===== src/rtl/csvtok_pkg.sv =====
`timescale 1ns / 1ps
// -----------------------------------------------------------------------------
// csvtok_pkg
// Character codes, result kinds and the result entry type of the CSV tokenizer.
// -----------------------------------------------------------------------------
package csvtok_pkg;

   localparam logic [7:0] CH_COMMA = 8'h2C;
   localparam logic [7:0] CH_QUOTE = 8'h22;
   localparam logic [7:0] CH_CR    = 8'h0D;
   localparam logic [7:0] CH_LF    = 8'h0A;

   typedef enum logic [1:0] {
      KIND_DATA       = 2'd0,
      KIND_FIELD_END  = 2'd1,
      KIND_RECORD_END = 2'd2,
      KIND_STREAM_END = 2'd3
   } kind_type;

   typedef struct packed {
      kind_type   kind;
      logic [7:0] data;
      logic       last;
   } result_type;

   // result queue geometry
   localparam int unsigned QUEUE_DEPTH = 4;
   localparam int unsigned QUEUE_AW    = $clog2(QUEUE_DEPTH);

endpackage


===== src/rtl/csv_record_tokenizer_top.sv =====
`timescale 1ns / 1ps
// -----------------------------------------------------------------------------
// csv_record_tokenizer_top
// Streaming CSV tokenizer: raw bytes in, field bytes and delimiters out.
// -----------------------------------------------------------------------------
// Takes one CSV byte per cycle while the result queue has room (req_tlast
// high marks end of stream, byte then ignored) and emits data bytes, field
// ends, record ends and a stream end on the rsp channel, with rsp_tlast on the
// final result of each input byte. The parser flags update in the cycle a
// byte is taken and its results go into a four-entry result queue; a byte is
// taken whenever the queue has room for two results, so with rsp_tready held
// high the block takes one byte per cycle and stalls only when end-of-stream
// transfers, which give two results, have built the queue up to three
// entries. Quoted fields, doubled quotes, and CR, LF or CRLF record ends are
// handled; an open record is closed at end of stream and all parser state
// returns to its reset values after it.
// -----------------------------------------------------------------------------
module csv_record_tokenizer_top (
   input  logic       clock,
   input  logic       reset,
   input  logic       req_tvalid,
   output logic       req_tready,
   input  logic [7:0] req_tdata,   // [7:0] in_byte
   input  logic       req_tlast,   // end_of_stream
   output logic       rsp_tvalid,
   input  logic       rsp_tready,
   output logic [7:0] rsp_tdata,   // [7:0] out_byte
   output logic [1:0] rsp_tuser,   // [1:0] kind
   output logic       rsp_tlast    // last
);
   import csvtok_pkg::*;

   logic in_quotes_ff, in_quotes_in;
   logic quote_pending_ff, quote_pending_in;
   logic skip_lf_ff, skip_lf_in;
   logic field_empty_ff, field_empty_in;
   logic record_started_ff, record_started_in;

   result_type             queue_ff [QUEUE_DEPTH];
   logic [QUEUE_AW-1:0]    wptr_ff, wptr_in;
   logic [QUEUE_AW-1:0]    rptr_ff, rptr_in;
   logic [QUEUE_AW:0]      count_ff, count_in;

   logic       accept;
   logic       pop;
   logic [1:0] nres;
   result_type res0;
   result_type res1;

   assign accept = req_tvalid && req_tready;
   assign pop    = rsp_tvalid && rsp_tready;

   // room for two results regardless of the output side
   assign req_tready = (count_ff <= (QUEUE_AW+1)'(QUEUE_DEPTH - 2));

   // parser step
   always_comb begin
      logic handled;
      logic [7:0] c;
      c                 = req_tdata;
      handled           = 1'b0;
      in_quotes_in      = in_quotes_ff;
      quote_pending_in  = quote_pending_ff;
      skip_lf_in        = skip_lf_ff;
      field_empty_in    = field_empty_ff;
      record_started_in = record_started_ff;
      nres              = 2'd0;
      res0              = '{kind: KIND_DATA, data: 8'h00, last: 1'b1};
      res1              = '{kind: KIND_STREAM_END, data: 8'h00, last: 1'b1};

      if (req_tlast) begin
         if (record_started_ff) begin
            res0.kind = KIND_RECORD_END;
            res0.last = 1'b0;
            nres      = 2'd2;
         end else begin
            res0.kind = KIND_STREAM_END;
            nres      = 2'd1;
         end
         in_quotes_in      = 1'b0;
         quote_pending_in  = 1'b0;
         skip_lf_in        = 1'b0;
         field_empty_in    = 1'b1;
         record_started_in = 1'b0;
      end else begin
         skip_lf_in = 1'b0;
         if (skip_lf_ff && c == CH_LF) begin
            handled = 1'b1;   // drop the LF of a CRLF
         end
         if (!handled) begin
            record_started_in = 1'b1;
            if (quote_pending_ff) begin
               quote_pending_in = 1'b0;
               if (c == CH_QUOTE) begin
                  res0.data      = CH_QUOTE;
                  nres           = 2'd1;
                  field_empty_in = 1'b0;
                  handled        = 1'b1;
               end else begin
                  in_quotes_in = 1'b0;
               end
            end else if (in_quotes_ff) begin
               if (c == CH_QUOTE) begin
                  quote_pending_in = 1'b1;
               end else begin
                  res0.data      = c;
                  nres           = 2'd1;
                  field_empty_in = 1'b0;
               end
               handled = 1'b1;
            end
         end
         if (!handled) begin
            if (c == CH_COMMA) begin
               res0.kind      = KIND_FIELD_END;
               nres           = 2'd1;
               field_empty_in = 1'b1;
            end else if (c == CH_CR || c == CH_LF) begin
               res0.kind         = KIND_RECORD_END;
               nres              = 2'd1;
               field_empty_in    = 1'b1;
               record_started_in = 1'b0;
               skip_lf_in        = (c == CH_CR);
            end else if (c == CH_QUOTE && field_empty_ff) begin
               in_quotes_in = 1'b1;
            end else begin
               res0.data      = c;
               nres           = 2'd1;
               field_empty_in = 1'b0;
            end
         end
      end
   end

   always_comb begin
      wptr_in  = wptr_ff;
      rptr_in  = rptr_ff;
      count_in = count_ff;
      if (accept) begin
         wptr_in  = wptr_ff + QUEUE_AW'(nres);
         count_in = count_in + (QUEUE_AW+1)'(nres);
      end
      if (pop) begin
         rptr_in  = rptr_ff + 1'b1;
         count_in = count_in - 1'b1;
      end
   end

   always_ff @(posedge clock) begin
      if (reset) begin
         in_quotes_ff      <= 1'b0;
         quote_pending_ff  <= 1'b0;
         skip_lf_ff        <= 1'b0;
         field_empty_ff    <= 1'b1;
         record_started_ff <= 1'b0;
         wptr_ff           <= '0;
         rptr_ff           <= '0;
         count_ff          <= '0;
      end else begin
         if (accept) begin
            in_quotes_ff      <= in_quotes_in;
            quote_pending_ff  <= quote_pending_in;
            skip_lf_ff        <= skip_lf_in;
            field_empty_ff    <= field_empty_in;
            record_started_ff <= record_started_in;
         end
         wptr_ff  <= wptr_in;
         rptr_ff  <= rptr_in;
         count_ff <= count_in;
      end
   end

   always_ff @(posedge clock) begin
      if (accept && nres != 2'd0) begin
         queue_ff[wptr_ff] <= res0;
      end
      if (accept && nres == 2'd2) begin
         queue_ff[wptr_ff + 1'b1] <= res1;
      end
   end

   assign rsp_tvalid = (count_ff != '0);
   assign rsp_tdata  = queue_ff[rptr_ff].data;
   assign rsp_tuser  = queue_ff[rptr_ff].kind;
   assign rsp_tlast  = queue_ff[rptr_ff].last;

   // never overrun the result queue
   assert property (@(posedge clock) disable iff (reset)
      count_ff <= (QUEUE_AW+1)'(QUEUE_DEPTH))
      else $error("result queue overrun");

   // end of stream leaves the parser in its reset state with a result queued
   assert property (@(posedge clock) disable iff (reset)
      (accept && req_tlast) |=> (!in_quotes_ff && !quote_pending_ff && !skip_lf_ff
                                 && field_empty_ff && !record_started_ff && rsp_tvalid))
      else $error("parser state not cleared after end of stream");

   // only data results carry a byte
   assert property (@(posedge clock) disable iff (reset)
      (rsp_tvalid && rsp_tuser != KIND_DATA) |-> (rsp_tdata == 8'h00))
      else $error("non-data result carries a byte");

   // a record end that is not final must be followed by a stream end
   assert property (@(posedge clock) disable iff (reset)
      (pop && rsp_tuser == KIND_RECORD_END && !rsp_tlast)
         |=> (rsp_tvalid && rsp_tuser == KIND_STREAM_END))
      else $error("stream end missing after closing record end");

endmodule

===== config.mk =====
export PLATFORM = sky130hd
export DESIGN_NAME = csv_record_tokenizer_top
export DESIGN_NICKNAME = d
export VERILOG_FILES = /design/src/rtl/csvtok_pkg.sv /design/src/rtl/csv_record_tokenizer_top.sv
export SDC_FILE = /design/constraint.sdc
export NUM_CORES = 1
export LEC_CHECK = 0
export ABC_AREA = 1
export BUFFER_PORTS_ARGS = -buffer_cell sky130_fd_sc_hd__clkbuf_2
export CAP_MARGIN = 20
export CORE_MARGIN = 10
export CORE_UTILIZATION = 50
export DETAILED_ROUTE_END_ITERATION = 8
export PLACE_DENSITY = 0.66
export SETUP_SLACK_MARGIN = 0.5
export SLEW_MARGIN = 20
export SYNTH_ARGS = -nofsm -noshare
export SYNTH_HDL_FRONTEND = slang
export SYNTH_SLANG_ARGS = --single-unit

===== constraint.sdc =====
create_clock -name clock -period 5 [get_ports clock]
set_input_delay 0.5 -clock clock [delete_from_list [all_inputs] [get_ports clock]]
set_output_delay 0.5 -clock clock [all_outputs]
set_load 0.1 [all_outputs]

==> flow_summary_export.csv, run 1 <==
group,metric,value,unit
drt,ant_nets,0,
clock_network,cts_hold_buffers,0,
yosys,ys_seq_area_frac,0.380,
yosys,ys.flop_type,"dfxtp_1",
clock_network,root_buffer,"clkbuf_8",
drt,via_count,2944,
worst_hold_path,hold_class,"primary input to register",
sta,finalCritPeriodShare,0.644,
global_routing,grt_use_total,0.161,
yosys,syn_area,3050,um2
placement,dp_slack,1.89,ns
setup_path,path_class,"register to output pin",
layout,fin_cells,555,
sta,worst_slew_pin_slew,0.746,ns
setup_path,ff2ff_path_depth,15,
layout,postLayoutCellArea,3370,um2
drt,wl_per_cell,14.1,um
setup_path,crit_arrival,2.72,ns
clock_network,cts_buffer_depth,2,
setup_path,max_stage_delay,0.80,ns
global_routing,grt_first_pass_wirelength,12.7,mm
clock_network,post_cts_resized,0,
placement,place.gp.congestion,0.938,
drt,dr.pass1.iters,4,
yosys,synth-edff-count,0,
setup_path,cp.required,4.50,ns
drt,routed.top_layer,"met4",
setup_path,worstSetupStartpointType,"register",
yosys,syn_avg_cell_area,6.72,um2
sta,fmax,310,MHz
sta,rsz0062_at_grt,"no",
yosys,synth-warning-count,0,
floorplanning,core,5920,um2
sta,slew-limit-headroom,0.502,
placement,port_buffers,25,
clock_network,cts_tree,"built",
drt,met3_length,406,um
sta,hold_viol_final,0,
worst_hold_path,worstHoldPathCells,2,
floorplanning,start_util,0.516,
setup_path,crit_path_top_delay_cell,"dfxtp_1",
power_and_ir_drop,finalPower,2.44,mW
yosys,synth_seq_cells,58,
placement,dpl_cell_area,3210,um2
clock_network,clkSlewWorstSetupHoldPaths,0.07,ns
sta,postLayoutSetupSlackWorst,1.78,ns
clock_network,cts.sinks,58,
yosys,syn_nets,471,
layout,fin_nets,492,
floorplanning,die_x,98.1,um
sta,tns,0,ns
floorplanning,die-area,9630,um2
setup_path,crit_path_max_fanout,25,
floorplanning,io_pins,26,
floorplanning,rows,28,
layout,most-common-layout-cells,"nand2_1, dfxtp_1, inv_1",
setup_path,r2r_slack,2.32,ns
job,maxCapViolations,0,
global_routing,overflow,0,
outcome,status,"finished clean",
drt,drt_iter0_markers,177,
drt,met1_length,3.66,mm
drt,drt_wl_total,7.80,mm
power_and_ir_drop,p_leak,1.65,nW
sta,setup_violations,0,
setup_path,r2r_start,"quote_pending_ff",
clock_network,cts_setup_buffers,0,
setup_path,path_delay_family,"buffers and inverters",
sta,skew,0.00736,ns
sta,drv_slew,0,
yosys,synthCells,454,
worst_hold_path,worstHoldStart,"reset",
layout,antenna_cells,0,
clock_network,clkLatencyLatePin,0.34,ns
global_routing,antenna_found_initial,0,
setup_path,rr_endpoint,"count_ff[1]",
worst_hold_path,hold_end,"skip_lf_ff",
drt,drt-vias-per-instance,5.30,
drt,drc,0,
setup_path,crit_path_end_kind,"output pin",
floorplanning,die_h,98.1,um
drt,routed-wl-met2,3.63,mm
sta,holdWs,0.363,ns
setup_path,cp_common_cell,"a21oi_1",
layout,drive_gt1_frac,0.115,
global_routing,grt_max_degree,26,
power_and_ir_drop,powerDensity,723,nW/um2
layout,final_common_cell,"nand2_1",
setup_path,cp.buffers_inverters,2,
clock_network,cts_buffers,9,
layout,syn_to_final_growth,10.5,%
clock_network,htreeDepth,3,
power_and_ir_drop,peakVddDrop,0.665,mV
placement,dp_cells,539,
sta,period_needed,3.22,ns
placement,dp_hpwl,5.26,mm
global_routing,grt_pass1_vias,2575,
yosys,synthDistinctLibCells,30,
setup_path,crit_chain,"inv_1 > o21ai_0 > a21oi_1 > a21oi_1 > clkbuf_2",
layout,n_fill_cell,616,
layout,final_util,0.570,
yosys,async_flop_share,0,
state kept, by name, summed over array words and instances (netlist names), named ones only:
name	cells
quote_pending_ff	1
field_empty_ff	1
queue_ff	44
wptr_ff	2
in_quotes_ff	1
record_started_ff	1
count_ff	3
skip_lf_ff	1
rptr_ff	2
cells in the mapped netlist (all sizes together), types with 2 or more instances:
library cell	number	share of area
nor2	58	0.086
buf	5	0.0082
a21oi	24	0.043
o21ai	33	0.054
nor3	6	0.011
clkbuf	10	0.012
o211ai	5	0.012
ha	3	0.012
inv	51	0.063
dfxtp	58	0.38
o22ai	8	0.016
nand3	29	0.060
nand2	136	0.17
a21boi	20	0.049
nand4	2	0.0041
how the worst max path moves through the flow:
stage / start / end / slack [ns] / cells after the start
2_1_floorplan: count_ff[1] / count_ff[1] / 1.70 / 9
4_1_cts: register / rsp_tdata[3] / 1.72 / 5
6_report: register / rsp_tdata[3] / 1.78 / 5
5_1_grt: register / rsp_tdata[3] / 1.58 / 5
3_3_place_gp: req_tdata[7] / count_ff[1] / 2.02 / 18
3_5_place_dp: req_tdata[4] / count_ff[1] / 1.89 / 17
logic make-up after synthesis:
| logic type | count (synthesis) | share of synthesized area |
|---|---|---|
| AOI/OAI and AO/OA | 92 | 0.180 |
| adders and majority gates | 4 | 0.0189 |
| and+or+nand+nor | 232 | 0.334 |
| buffers and inverters | 67 | 0.0844 |
| DFF | 58 | 0.380 |
| xor gates and xnor gates | 1 | 0.00287 |
layer usage:
layer	vias to the layer above	GRT usage
li1	1505	-
met1	1359	0.203
met2	68	0.261
met3	12	0.0366
met4	0	0.0595
met5	-	0
report_power, final:
group	leakage (nW)	internal (mW)	switching (mW)
logic	1.09	0.289	0.988
registers	0.482	0.668	0.115
clock network	0.0807	0.193	0.185
final cells by class:
cell class	instances	area, um2	area share
repair buffers	25	125	0.0371
multi-input cells	329	1630	0.484
inverters	52	195	0.0578
clock inverters	2	12.5	0.00371
clock buffers	14	153	0.0452
well taps	75	93.8	0.0278
flip-flops and latches	58	1160	0.344
No activity file was read; power rests on OpenSTA's default activity.
==> inputs of run 2 (changes only) <==
Clock period 5 ns to 3.05 ns, I/O delays scaled along.
==> run 2 against run 1 <==
Clock-buffer cell count is 3 lower. Die area unchanged. Setup slack got worse by 1.1 ns. Via count shrank 0.14%. Routed wire length is 4.0% higher. Clock skew down 0.00067 ns. Critical path depth unchanged. Register-to-register slack got worse by 1.6 ns. Critical endpoint is now rsp_tdata[5]. Largest cell class unchanged. Largest power group unchanged.
==> flow_summary_export.csv, run 2 (same netlist as run 1, synthesis figures left out) <==
group,metric,value,unit
setup_path,path_class,"register to output pin",
clock_network,htreeDepth,3,
power_and_ir_drop,p_sw_frac,0.490,
power_and_ir_drop,peakVddDrop,1.19,mV
job,maxCapViolations,0,
placement,dp_hpwl,5.39,mm
setup_path,cp.required,2.74,ns
setup_path,crit_path_max_fanout,14,
drt,drc,0,
clock_network,cts_buffer_depth,2,
layout,antenna_cells,0,
drt,drt_wl_total,8.12,mm
drt,ant_nets,0,
sta,hold_viol_final,0,
placement,place.gp.congestion,0.935,
global_routing,overflow,0,
layout,fin_nets,499,
drt,via_count,2940,
global_routing,grt_first_pass_wirelength,13.6,mm
drt,drt_iter0_markers,209,
power_and_ir_drop,p_sw,2.18,mW
global_routing,grt_use_total,0.170,
clock_network,clkSlewWorstSetupHoldPaths,0.07,ns
placement,dp_cells,541,
sta,worst_slew_pin_slew,0.759,ns
layout,most-common-layout-cells,"nand2_1, dfxtp_1, inv_1",
layout,reg_top3,"queue_ff: 44 flops, count_ff: 3 flops",
power_and_ir_drop,p_leak,1.77,nW
clock_network,cts_tree,"built",
power_and_ir_drop,pwr-share-clk,0.215,
floorplanning,die_h,98.1,um
floorplanning,rows,28,
sta,drv_slew,0,
floorplanning,start_util,0.516,
drt,wl_per_cell,14.4,um
layout,fin_cells,562,
sta,fmax,419,MHz
power_and_ir_drop,intPower,2.27,mW
setup_path,worstSetupStartpointType,"register",
clock_network,root_buffer,"clkbuf_8",
layout,syn_to_final_growth,20.1,%
worst_hold_path,hold_class,"primary input to register",
sta,skew,0.00669,ns
layout,largest_reg_flops,44,
layout,final_common_cell,"nand2_1",
layout,n_fill_cell,578,
setup_path,crit_arrival,2.08,ns
clock_network,cts_buffers,9,
layout,regMostFlops,"queue_ff",
placement,port_buffers,25,
sta,tns,0,ns
clock_network,cts.sinks,58,
power_and_ir_drop,p_comb_frac,0.497,
layout,final_util,0.619,
floorplanning,core,5920,um2
sta,setup_violations,0,
clock_network,clkLatencyLatePin,0.34,ns
floorplanning,io_pins,26,
global_routing,grt_pass1_vias,2891,
global_routing,grt_max_degree,26,
sta,rsz0062_at_grt,"no",
outcome,status,"finished clean",
floorplanning,die_x,98.1,um
global_routing,antenna_found_initial,0,
sta,finalCritPeriodShare,0.782,
sta,period_needed,2.39,ns
sta,slew-limit-headroom,0.493,
setup_path,crit_path_end_kind,"output pin",
floorplanning,die-area,9630,um2
power_and_ir_drop,powerDensity,1210,nW/um2
layout,drive_gt1_frac,0.179,
power_and_ir_drop,pwr-share-seq,0.288,
drt,drt-vias-per-instance,5.23,
drt,dr.pass1.iters,5,
[run 2: power by group through the flow]
stage | Combinational, mW | Sequential, mW | Clock (mW)
2_1_floorplan | 1.90 | 1.24 | 0
3_3_place_gp | 2.19 | 1.28 | 0
3_5_place_dp | 2.21 | 1.29 | 0
4_1_cts | 2.22 | 1.27 | 0.971
5_1_grt | 2.42 | 1.32 | 1.00
6_report | 2.21 | 1.28 | 0.957
[run 2: cell type report]
| class | count | area, um2 | share of cell area |
|---|---|---|---|
| Tap cell | 75 | 93.8 | 0.0256 |
| Clock buffer | 11 | 141 | 0.0386 |
| Timing Repair Buffer | 32 | 178 | 0.0485 |
| Sequential cell | 58 | 1170 | 0.318 |
| Multi-Input combinational cell | 329 | 1760 | 0.481 |
| Inverter | 52 | 198 | 0.0539 |
| Clock inverter | 5 | 125 | 0.0341 |
[run 2: final timing paths]
| kind | start | cells past startpoint | slack (ns) | to |
|---|---|---|---|---|
| min reg2reg | queue_ff[3][1] | 2 | 0.46 | queue_ff[3][1] |
| max | register | 5 | 0.66 | rsp_tdata[5] |
| min | reset | 2 | 0.17 | in_quotes_ff |
| max reg2reg | quote_pending_ff | 15 | 0.72 | count_ff[1] |
[run 2: through the flow]
stage | total power, mW | hold WS [ns] | worst slack (ns) | cell area [um2]
2_1_floorplan | 3.15 | 0.374 | 0.480 | 3130
3_3_place_gp | 3.47 | 0.449 | 0.261 | 3300
3_5_place_dp | 3.50 | 0.451 | 0.209 | 3300
4_1_cts | 4.46 | 0.172 | 0.550 | 3580
5_1_grt | 4.75 | 0.177 | 0.474 | 3670
6_report | 4.45 | 0.171 | 0.664 | 3670
[run 2: timing repair]
action                     CTS  global route
pin swaps                    1             5
hold endpoints to repair     0             0
buffers inserted             2             3
setup endpoints to repair    2             2
resized for setup            1            19
hold buffers                 0             0
[run 2: critical path: stages (launching register included)]
cell      delay, ns
dfxtp_1        0.57
inv_1          0.32
o21ai_0        0.17
a21oi_1        0.08
a21oi_2        0.14
clkbuf_2       0.46
[run 2: per-layer routing]
layer,vias up,GRT usage,share of wire
li1,1513,-,-
met3,10,0.0388,0.051
met4,0,0.0695,0.015
met5,-,0,0
met1,1349,0.211,0.46
met2,68,0.278,0.48
